[src/hw/rtl/frt_pkg.sv]
// Shared types, constants and codes of the fragment reassembly tracker.
`default_nettype none

package frt_pkg;

  localparam int ENTRIES   = 16;
  localparam int MAX_BYTES = 1048576;

  localparam int IDX_W     = (ENTRIES > 1) ? $clog2(ENTRIES) : 1;
  localparam int TOT_W     = $clog2(MAX_BYTES + 1);
  localparam int OUT_TOT_W = 21;

  typedef logic [IDX_W-1:0] idx_t;

  typedef enum logic [2:0] {
    ACT_FRAG   = 3'd0,
    ACT_QUERY  = 3'd1,
    ACT_REMOVE = 3'd2,
    ACT_CLEAR  = 3'd3,
    ACT_BUILD  = 3'd4
  } action_t;

  typedef enum logic [1:0] {
    ST_OK     = 2'd0,
    ST_ORDER  = 2'd1,
    ST_NOROOM = 2'd2
  } status_t;

  typedef enum logic [1:0] {
    S_IDLE,
    S_SCAN,
    S_UPDATE
  } state_t;

  typedef struct packed {
    logic [31:0]      key;
    logic [31:0]      last_order;
    logic [TOT_W-1:0] total;
  } entry_t;

  typedef struct packed {
    logic   done;
    logic   hit;
    idx_t   hit_idx;
    logic   free_found;
    idx_t   free_idx;
    entry_t hit_entry;
  } lookup_t;

endpackage

`default_nettype wire

[src/hw/rtl/frt_ram.sv]
// Generic single-port-write, single-port-read RAM with registered read data.
`default_nettype none

module frt_ram #(
  parameter int WIDTH = 8,
  parameter int DEPTH = 16
) (
  input  wire logic                             clk,
  input  wire logic                             we,
  input  wire logic [$clog2(DEPTH > 1 ? DEPTH : 2)-1:0] waddr,
  input  wire logic [WIDTH-1:0]                 wdata,
  input  wire logic [$clog2(DEPTH > 1 ? DEPTH : 2)-1:0] raddr,
  output logic      [WIDTH-1:0]                 rdata
);

  logic [WIDTH-1:0] mem [DEPTH];

  always_ff @(posedge clk) begin
    if (we) begin
      mem[waddr] <= wdata;
    end
    rdata <= mem[raddr];
  end

endmodule

`default_nettype wire

[src/hw/rtl/frt_lookup.sv]
// Sequential key search over the context memory, one entry per cycle.
`default_nettype none

module frt_lookup import frt_pkg::*; (
  input  wire logic           clk,
  input  wire logic           rst,
  input  wire logic           start,
  input  wire logic [31:0]    key,
  input  wire logic [ENTRIES-1:0] entry_valid,
  input  wire entry_t         rdata,
  output idx_t                raddr,
  output lookup_t             result
);

  logic busy;
  idx_t issue_idx;
  logic issue_done;
  logic cmp_pend;
  idx_t cmp_idx;
  logic cmp_valid;

  assign raddr     = issue_idx;
  assign cmp_valid = entry_valid[cmp_idx];

  always_ff @(posedge clk) begin
    if (rst) begin
      busy              <= 1'b0;
      issue_idx         <= '0;
      issue_done        <= 1'b0;
      cmp_pend          <= 1'b0;
      cmp_idx           <= '0;
      result.done       <= 1'b0;
      result.hit        <= 1'b0;
      result.free_found <= 1'b0;
    end else begin
      result.done <= 1'b0;
      if (start) begin
        busy              <= 1'b1;
        issue_idx         <= '0;
        issue_done        <= 1'b0;
        cmp_pend          <= 1'b0;
        result.hit        <= 1'b0;
        result.free_found <= 1'b0;
      end else if (busy) begin
        // Read issue runs one entry ahead of the compare.
        if (!issue_done) begin
          cmp_pend <= 1'b1;
          cmp_idx  <= issue_idx;
          if (issue_idx == idx_t'(ENTRIES - 1)) begin
            issue_done <= 1'b1;
          end else begin
            issue_idx <= issue_idx + idx_t'(1);
          end
        end else begin
          cmp_pend <= 1'b0;
        end

        if (cmp_pend) begin
          if (cmp_valid && rdata.key == key) begin
            result.hit       <= 1'b1;
            result.hit_idx   <= cmp_idx;
            result.hit_entry <= rdata;
            result.done      <= 1'b1;
            busy             <= 1'b0;
            cmp_pend         <= 1'b0;
          end else begin
            if (!cmp_valid && !result.free_found) begin
              result.free_found <= 1'b1;
              result.free_idx   <= cmp_idx;
            end
            if (cmp_idx == idx_t'(ENTRIES - 1)) begin
              result.done <= 1'b1;
              busy        <= 1'b0;
              cmp_pend    <= 1'b0;
            end
          end
        end
      end
    end
  end

endmodule

`default_nettype wire

[src/hw/rtl/fragment_reassembly_tracker.sv]
// Top level of the fragment reassembly tracker: control, update logic and result register.
`default_nettype none

// The tracker keeps ENTRIES reassembly contexts, each keyed by a 32-bit block id and
// holding the last accepted order number and a running byte total. Keys, orders and
// totals live in one synchronous memory; the per-entry valid bits and the build id
// counter are flip-flops. An item is taken only while the block is idle. A fragment,
// a length query or a remove searches the memory one entry per read cycle and stops
// at the first matching key, then goes to the update step. Clear all, build id and
// unused actions skip the search and go straight to the update step. The result is
// held in an output register, so the next item can be taken while an earlier result
// still waits for its transfer; the block holds an item in its update step only while
// that register is still occupied.
module fragment_reassembly_tracker import frt_pkg::*; (
  input  wire logic        clk,
  input  wire logic        rst,

  input  wire logic        in_valid,
  output logic             in_stall,
  input  wire logic [2:0]  action,
  input  wire logic [31:0] block_id,
  input  wire logic [31:0] order_no,
  input  wire logic [15:0] data_len,

  output logic             out_valid,
  input  wire logic        out_stall,
  output logic [1:0]       status,
  output logic             found,
  output logic [20:0]      total_length,
  output logic [31:0]      build_id
);

  // Control state.
  state_t state;
  state_t state_next;

  // Captured item.
  logic [2:0]  act_q;
  logic [31:0] id_q;
  logic [31:0] ord_q;
  logic [15:0] len_q;

  // Table state outside the memory.
  logic [ENTRIES-1:0] entry_valid;
  logic [ENTRIES-1:0] entry_valid_next;
  logic [31:0]        build_cnt;
  logic [31:0]        build_cnt_next;

  // Memory and search unit.
  idx_t    rd_addr;
  entry_t  rd_data;
  logic    wr_en;
  idx_t    wr_addr;
  entry_t  wr_data;
  logic    lk_start;
  lookup_t lk;

  // Update step results.
  logic             in_xfer;
  logic             needs_search;
  logic             out_free;
  logic             upd_fire;
  status_t          res_status;
  logic             res_found;
  logic [TOT_W-1:0] res_total;
  logic [31:0]      res_total_ext;
  logic [31:0]      res_bid;

  logic [31:0]      base_last;
  logic [TOT_W-1:0] base_total;
  logic [TOT_W:0]   sum;
  idx_t             slot;
  logic             slot_ok;
  logic             restart;

  assign in_xfer  = in_valid && !in_stall;
  assign out_free = !out_valid || !out_stall;
  assign upd_fire = (state == S_UPDATE) && out_free;

  // Only the actions that address a context need the key search.
  always_comb begin
    case (action_t'(action))
      ACT_FRAG, ACT_QUERY, ACT_REMOVE: needs_search = 1'b1;
      default:                         needs_search = 1'b0;
    endcase
  end

  assign lk_start = in_xfer && needs_search;

  frt_ram #(
    .WIDTH ($bits(entry_t)),
    .DEPTH (ENTRIES)
  ) u_ctx_ram (
    .clk   (clk),
    .we    (wr_en && upd_fire),
    .waddr (wr_addr),
    .wdata (wr_data),
    .raddr (rd_addr),
    .rdata (rd_data)
  );

  frt_lookup u_lookup (
    .clk         (clk),
    .rst         (rst),
    .start       (lk_start),
    .key         (id_q),
    .entry_valid (entry_valid),
    .rdata       (rd_data),
    .raddr       (rd_addr),
    .result      (lk)
  );

  // State register.
  always_ff @(posedge clk) begin
    if (rst) begin
      state <= S_IDLE;
    end else begin
      state <= state_next;
    end
  end

  // Next state and the ready side of the input channel. Items are taken only
  // in idle, so the memory never sees a read and a write of one entry overlap.
  always_comb begin
    state_next = state;
    in_stall   = (state != S_IDLE);
    case (state)
      S_IDLE: begin
        if (in_xfer) begin
          state_next = needs_search ? S_SCAN : S_UPDATE;
        end
      end
      S_SCAN: begin
        if (lk.done) begin
          state_next = S_UPDATE;
        end
      end
      S_UPDATE: begin
        if (out_free) begin
          state_next = S_IDLE;
        end
      end
      default: begin
        state_next = S_IDLE;
      end
    endcase
  end

  // Capture the item on its transfer.
  always_ff @(posedge clk) begin
    if (in_xfer) begin
      act_q <= action;
      id_q  <= block_id;
      ord_q <= order_no;
      len_q <= data_len;
    end
  end

  // A found context restarts on order number one; a new context starts empty.
  assign restart    = !lk.hit || (ord_q == 32'd1);
  assign base_last  = restart ? 32'd0 : lk.hit_entry.last_order;
  assign base_total = restart ? '0 : lk.hit_entry.total;
  assign sum        = {1'b0, base_total} + (TOT_W + 1)'(len_q);
  assign slot       = lk.hit ? lk.hit_idx : lk.free_idx;
  assign slot_ok    = lk.hit || lk.free_found;

  // Read-modify-write of the addressed context and the result of the item.
  always_comb begin
    entry_valid_next = entry_valid;
    build_cnt_next   = build_cnt;
    wr_en            = 1'b0;
    wr_addr          = slot;
    wr_data          = '{key: id_q, last_order: base_last, total: base_total};
    res_status       = ST_OK;
    res_found        = 1'b0;
    res_total        = '0;
    res_bid          = 32'd0;
    case (action_t'(act_q))
      ACT_FRAG: begin
        if (!slot_ok) begin
          // Unknown id and a full table: nothing changes.
          res_status = ST_NOROOM;
        end else begin
          // A created or restarted context is written back even when the
          // fragment itself is refused.
          wr_en                  = 1'b1;
          entry_valid_next[slot] = 1'b1;
          res_found              = lk.hit;
          res_total              = base_total;
          if (ord_q != base_last + 32'd1) begin
            res_status = ST_ORDER;
          end else if (sum > (TOT_W + 1)'(MAX_BYTES)) begin
            res_status = ST_NOROOM;
          end else begin
            wr_data   = '{key: id_q, last_order: ord_q, total: sum[TOT_W-1:0]};
            res_total = sum[TOT_W-1:0];
          end
        end
      end
      ACT_QUERY: begin
        if (lk.hit) begin
          res_found = 1'b1;
          res_total = lk.hit_entry.total;
        end
      end
      ACT_REMOVE: begin
        if (lk.hit) begin
          res_found                     = 1'b1;
          entry_valid_next[lk.hit_idx]  = 1'b0;
        end
      end
      ACT_CLEAR: begin
        entry_valid_next = '0;
        build_cnt_next   = 32'd0;
      end
      ACT_BUILD: begin
        // The counter wraps and never issues zero.
        build_cnt_next = (build_cnt == 32'hFFFF_FFFF) ? 32'd1 : build_cnt + 32'd1;
        res_bid        = build_cnt_next;
      end
      default: begin
      end
    endcase
  end

  assign res_total_ext = 32'(res_total);

  // Table state and build counter.
  always_ff @(posedge clk) begin
    if (rst) begin
      entry_valid <= '0;
      build_cnt   <= 32'd0;
    end else if (upd_fire) begin
      entry_valid <= entry_valid_next;
      build_cnt   <= build_cnt_next;
    end
  end

  // Output register: loaded in the update step, held while stalled.
  always_ff @(posedge clk) begin
    if (rst) begin
      out_valid <= 1'b0;
    end else if (upd_fire) begin
      out_valid <= 1'b1;
    end else if (!out_stall) begin
      out_valid <= 1'b0;
    end
  end

  always_ff @(posedge clk) begin
    if (upd_fire) begin
      status       <= res_status;
      found        <= res_found;
      total_length <= res_total_ext[OUT_TOT_W-1:0];
      build_id     <= res_bid;
    end
  end

`ifndef SYNTHESIS
  // No table write may land while the search is running.
  a_valid_stable_in_scan: assert property (@(posedge clk) disable iff (rst)
    (state == S_SCAN) |=> $stable(entry_valid))
    else $error("valid bits changed during a key search");

  // A reported match is a valid entry holding the searched key.
  a_hit_is_valid_match: assert property (@(posedge clk) disable iff (rst)
    (lk.done && lk.hit) |-> (entry_valid[lk.hit_idx] && lk.hit_entry.key == id_q))
    else $error("search reported a match that is not a valid entry with the key");

  // The search finishes only while the control waits for it.
  a_done_in_scan: assert property (@(posedge clk) disable iff (rst)
    lk.done |-> (state == S_SCAN))
    else $error("search finished outside the search state");

  // A nonzero build id comes only with an otherwise empty result.
  a_build_result_clean: assert property (@(posedge clk) disable iff (rst)
    (out_valid && build_id != 32'd0) |->
      (status == ST_OK && !found && total_length == 21'd0))
    else $error("build id result carries context fields");
`endif

endmodule

`default_nettype wire
[config.mk]
export PLATFORM = sky130hd
export DESIGN_NAME = fragment_reassembly_tracker
export DESIGN_NICKNAME = d
export VERILOG_FILES = /design/src/hw/rtl/frt_pkg.sv /design/src/hw/rtl/frt_ram.sv /design/src/hw/rtl/frt_lookup.sv /design/src/hw/rtl/fragment_reassembly_tracker.sv
export SDC_FILE = /design/constraint.sdc
export NUM_CORES = 2
export LEC_CHECK = 0
export BUFFER_PORTS_ARGS = -buffer_cell sky130_fd_sc_hd__buf_2
export CAP_MARGIN = 40
export CORE_MARGIN = 2
export CORE_UTILIZATION = 39
export DETAILED_ROUTE_END_ITERATION = 10
export SLEW_MARGIN = 30
export SYNTH_ARGS = -nofsm -noshare
export SYNTH_HDL_FRONTEND = slang
export SYNTH_SLANG_ARGS = --single-unit
[constraint.sdc]
create_clock -name clk -period 9.9 [get_ports clk]
set_input_delay 0.495 -clock clk [delete_from_list [all_inputs] [get_ports clk]]
set_output_delay 0.495 -clock clk [all_outputs]
set_load 0.01 [all_outputs]
==> impl_summary.log <==
[metrics] R2R setup slack: 2.75 ns
[metrics] number of rows created at floorplan: 152
[metrics] largest net degree at the start of global routing: 136
[metrics] largest delay contributor family on the critical path: compound AO/OA/AOI/OAI gates
[metrics] global-route wire length before repair: 238000 µm
[metrics] setup tns final: 0 ns
[metrics] result of the run: finished, final reports clean
[metrics] Die Footprint: ~180000 µm²
[metrics] final hold vios: 0
[metrics] critical path start-end classification: flip-flop to flip-flop
[metrics] post-route design area: between 70000 and 80000 µm²
[metrics] post-synthesis instance area: 66970 µm²
[metrics] Boundary Pins: 145
[metrics] placed wire-length estimate: 88410 µm
[metrics] worst reg2reg endpoint: u_ctx_ram.mem[15][52]
[metrics] most common library cell in the layout ignoring fill and taps: sky130_fd_sc_hd__edfxtp_1
[metrics] final weighted congestion in routability-driven placement: 0.8851
[metrics] Slew Viols, Final: 0
[metrics] setup-violating endpoint count in the final report: 0
[metrics] Stages on worst setup path: 18
[metrics] setup repair after global routing missed its margin: no
[metrics] core region area: 171200 µm²
[metrics] DRC marker count from the first detailed-route iteration: 3133
[metrics] Final period util: 0.7221
[metrics] clk root buf: sky130_fd_sc_hd__clkbuf_16
[metrics] register bit count reported by yosys: about 1700
[metrics] sequential share of the synthesized area: 0.7443
[metrics] share of post-route cells with drive strength above 1: 0.2453
[metrics] timing-limited maximum frequency: 139.9 MHz
[metrics] worst-path cell chain: nor4_1 > nand4_1 > o21a_2 > buf_4 > nand2_1 > inv_1 > ha_1 > a21o_1 > and4_1 > o21ai_0 > a211oi_1 > a2111o_1 > a2111oi_0 > o2111ai_1 > nand2_1 > and4_2 > buf_4 > a22o_1
[metrics] Yosys top cell by area: sky130_fd_sc_hd__edfxtp_1
[metrics] fillcell total: between 10000 and 15000
[metrics] vertical extent of the die: 418.4 µm
[metrics] standard cell area after detailed placement: just over 70000 µm²
[metrics] total routing usage reported by global routing: 0.1853
[metrics] WL per Instance: roughly 27 µm
[metrics] leading cell types in the layout, fill and taps excluded: 1560 x sky130_fd_sc_hd__edfxtp_1, 430 x sky130_fd_sc_hd__mux4_2, 179 x sky130_fd_sc_hd__clkbuf_16, 147 x sky130_fd_sc_hd__nand2_1
[metrics] number of levels in the clock H-tree: 4
[metrics] depth of the worst register-to-register path: 18
[metrics] Static Leakage: 24.53 nW
[metrics] VDD IR-drop max: 0.0001918 V
[metrics] Critical Path Source Type: flip-flop
[metrics] number of global-route vias before repair: between 30000 and 40000
[metrics] drt first pass iters: 6
[metrics] max-cap check violation count: 0
[metrics] nets: 3814
[metrics] Clock Latency Late Sink: 0.84 ns
[metrics] commonest register cell after synthesis: sky130_fd_sc_hd__edfxtp_1
[metrics] total global routing overflow: 0
[metrics] power density normalized to cell area: 192.1 nW/µm²
[metrics] maximum fanout encountered on the critical timing path: 28
[metrics] Crit path required time: 10.44 ns
[metrics] clock transition time at the flip-flop clock pins of the worst setup and hold paths: 0.06 ns
[metrics] Final Skew: 0.06785 ns
[metrics] Min-Delay Path Class: input port to flip-flop
[metrics] crit path DAT: 7.69 ns
[metrics] post-synthesis async set-or-reset flop share: 0
[metrics] pre-CTS setup slack: 2.779 ns
[metrics] EDFF count, synth: between 1500 and 2000
[metrics] time the final worst path needs with I/O delays and setup: 7.148 ns
[metrics] effective utilization at floorplan: 0.3913
[metrics] source of the worst register-to-register timing path: ord_q[4]
[metrics] post-layout power: 14.89 mW
[metrics] initial antenna violation count: 2
[metrics] Max Root-Sink Buffers: 3
[metrics] number of distinct library cells after synthesis: 83
[metrics] via total after detailed routing: approximately 34000
[metrics] Layout Area Growth over Synthesis: 15.73%
[metrics] Worst path slowest cell: sky130_fd_sc_hd__and4_2
[metrics] Post-CTS Setup Repair Bufs: 0
[metrics] critical path capture point: u_ctx_ram.mem[15][52]
[metrics] TritonCTS clock tree: done
[metrics] synthesized area divided by synthesized cell count: 19.70 µm²
[metrics] area share of the largest cell type after synthesis: 0.6995
[metrics] post-route setup slack: 2.752 ns
[metrics] Buf+Inv Stages, Crit Path: 3
[metrics] count of buffers from port buffering: 144
[metrics] number of buffers inserted by hold repair at cts: 84
[metrics] total nets after synthesis: around 3500
[metrics] top cells by area in the synthesized netlist: sky130_fd_sc_hd__edfxtp_1 70%, sky130_fd_sc_hd__mux4_2 14%, sky130_fd_sc_hd__dfxtp_1 4.5%, sky130_fd_sc_hd__xnor2_1 1.0%, sky130_fd_sc_hd__nand2_1 0.82%
[metrics] Antenna Violating Nets Remaining: 0
[metrics] worst relative slew slack: 0.3546
[metrics] stage delay of the slowest cell on the critical path: around 0.79 ns
[metrics] kind of end point of the critical path: flip-flop
[metrics] worst hold-check slack: 0.1086 ns
[metrics] transition at the pin with the smallest max-transition slack: 0.9681 ns
[metrics] Routed WL: 162300 µm
[metrics] number of remaining DRC errors: 0
[metrics] vias per cell: 5.566
[metrics] clk sinks: approximately 1700
[metrics] Num CTS Buffers: about 180
[metrics] CP Launch Point: ord_q[4]
[metrics] count of warnings emitted by yosys: 0
[metrics] count of mapped cells out of synthesis: 3400
[metrics] CTS resizes: 0
[metrics] width of the chip: 418.4 µm
synth_stat cells (6+ instances only):
library cell               count
sky130_fd_sc_hd__a21o_1       13
sky130_fd_sc_hd__a21oi_1     103
sky130_fd_sc_hd__a22o_1       45
sky130_fd_sc_hd__a31oi_1      12
sky130_fd_sc_hd__and2_1       28
sky130_fd_sc_hd__and3_1       36
sky130_fd_sc_hd__and4_1        9
sky130_fd_sc_hd__buf_1        35
sky130_fd_sc_hd__buf_2         9
sky130_fd_sc_hd__clkbuf_1    124
sky130_fd_sc_hd__dfxtp_1     150
sky130_fd_sc_hd__edfxtp_1   1560
sky130_fd_sc_hd__ha_1         19
sky130_fd_sc_hd__inv_1        36
sky130_fd_sc_hd__mux2_2        6
sky130_fd_sc_hd__mux2i_1      16
sky130_fd_sc_hd__mux4_2      430
sky130_fd_sc_hd__nand2_1     147
sky130_fd_sc_hd__nand2b_1      9
sky130_fd_sc_hd__nand3_1      40
sky130_fd_sc_hd__nand3b_1     19
sky130_fd_sc_hd__nand4_1      39
sky130_fd_sc_hd__nor2_1      109
sky130_fd_sc_hd__nor2b_1      16
sky130_fd_sc_hd__nor3_1       26
sky130_fd_sc_hd__nor4_1       28
sky130_fd_sc_hd__o21a_1        9
sky130_fd_sc_hd__o21ai_0      76
sky130_fd_sc_hd__o31ai_1       6
sky130_fd_sc_hd__or3_1        15
sky130_fd_sc_hd__or4_1         8
sky130_fd_sc_hd__xnor2_1      80
sky130_fd_sc_hd__xor2_1       35
worst register-to-register path, cell delays in order (launching register included):
cell	delay, ns
sky130_fd_sc_hd__edfxtp_1	0.48
sky130_fd_sc_hd__nor4_1	0.69
sky130_fd_sc_hd__nand4_1	0.26
sky130_fd_sc_hd__o21a_2	0.43
sky130_fd_sc_hd__buf_4	0.30
sky130_fd_sc_hd__nand2_1	0.19
sky130_fd_sc_hd__inv_1	0.06
sky130_fd_sc_hd__ha_1	0.26
sky130_fd_sc_hd__a21o_1	0.20
sky130_fd_sc_hd__and4_1	0.23
sky130_fd_sc_hd__o21ai_0	0.62
sky130_fd_sc_hd__a211oi_1	0.21
sky130_fd_sc_hd__a2111o_1	0.39
sky130_fd_sc_hd__a2111oi_0	0.32
sky130_fd_sc_hd__o2111ai_1	0.18
sky130_fd_sc_hd__nand2_1	0.27
sky130_fd_sc_hd__and4_2	0.79
sky130_fd_sc_hd__buf_4	0.38
sky130_fd_sc_hd__a22o_1	0.59
metrics by stage:
step / util / instances
global route: 0.4528 / 6090
floorplan: - / 3400
CTS: 0.4520 / 6083
global placement: 0.4113 / 5654
finish: 0.4528 / 6091
detailed placement: 0.4135 / 5670
layout make-up:
cell class | instances | area (µm²) | share of cell area
clock inverter | 71 | 774.5 | 0.009992
antenna | 1 | 2.502 | 0.00003229
inverter | 36 | 195.2 | 0.002518
timing repair buffer | 301 | 2510 | 0.03238
multi-input combinational | 1481 | 16400 | 0.2116
sequential | 1710 | 49860 | 0.6433
tap | 2233 | 2794 | 0.03605
clock buffer | 258 | 4966 | 0.06407
how the worst min path moves through the flow:
stage	start	end	slack, ns	depth (start not counted)
6_report	in_valid	state[0]	0.11	4
5_1_grt	in_valid	state[0]	0.09	4
4_1_cts	in_valid	state[0]	0.04	4
3_5_place_dp	u_ctx_ram.rdata[2]	u_lookup.result[2]	0.39	0
3_3_place_gp	u_ctx_ram.rdata[15]	u_lookup.result[15]	0.39	0
2_1_floorplan	u_ctx_ram.rdata[0]	u_lookup.result[0]	0.39	0
logic make-up after synthesis:
logic type	share of synthesized area
DFF	0.7443
and+or+nand+nor	0.04467
muxes	0.1480
AOI/OAI and AO/OA	0.03182
buffers and inverters	0.01233
xor gates and xnor gates	0.01504
adders and majority gates	0.003849
routing by layer:
layer / GRT usage / wire length, µm / up-vias
met5: 0 / 30 / -
met4: 0.05372 / 4058 / 4
met3: 0.03132 / 8204 / 235
met2: 0.3110 / 81270 / 984
met1: 0.2489 / 68720 / 18060
li1: - / - / 14620
state kept, by name, summed over array words and instances (netlist names), 16 cells and up:
signal	cells
build_cnt	32
build_id	32
entry_valid	16
id_q	32
len_q	16
ord_q	32
total_length	21
u_ctx_ram.mem	1360
u_ctx_ram.rdata	85
u_lookup.result	64
report_power, final:
| part | switching [mW] | leakage [nW] | internal (mW) |
|---|---|---|---|
| Combinational | 0.199 | 5.96 | 0.222 |
| Sequential | 0.0807 | 15.8 | 7.87 |
| Clock | 2.82 | 2.77 | 3.70 |
Note: power is estimated with default switching activity, not from simulation.
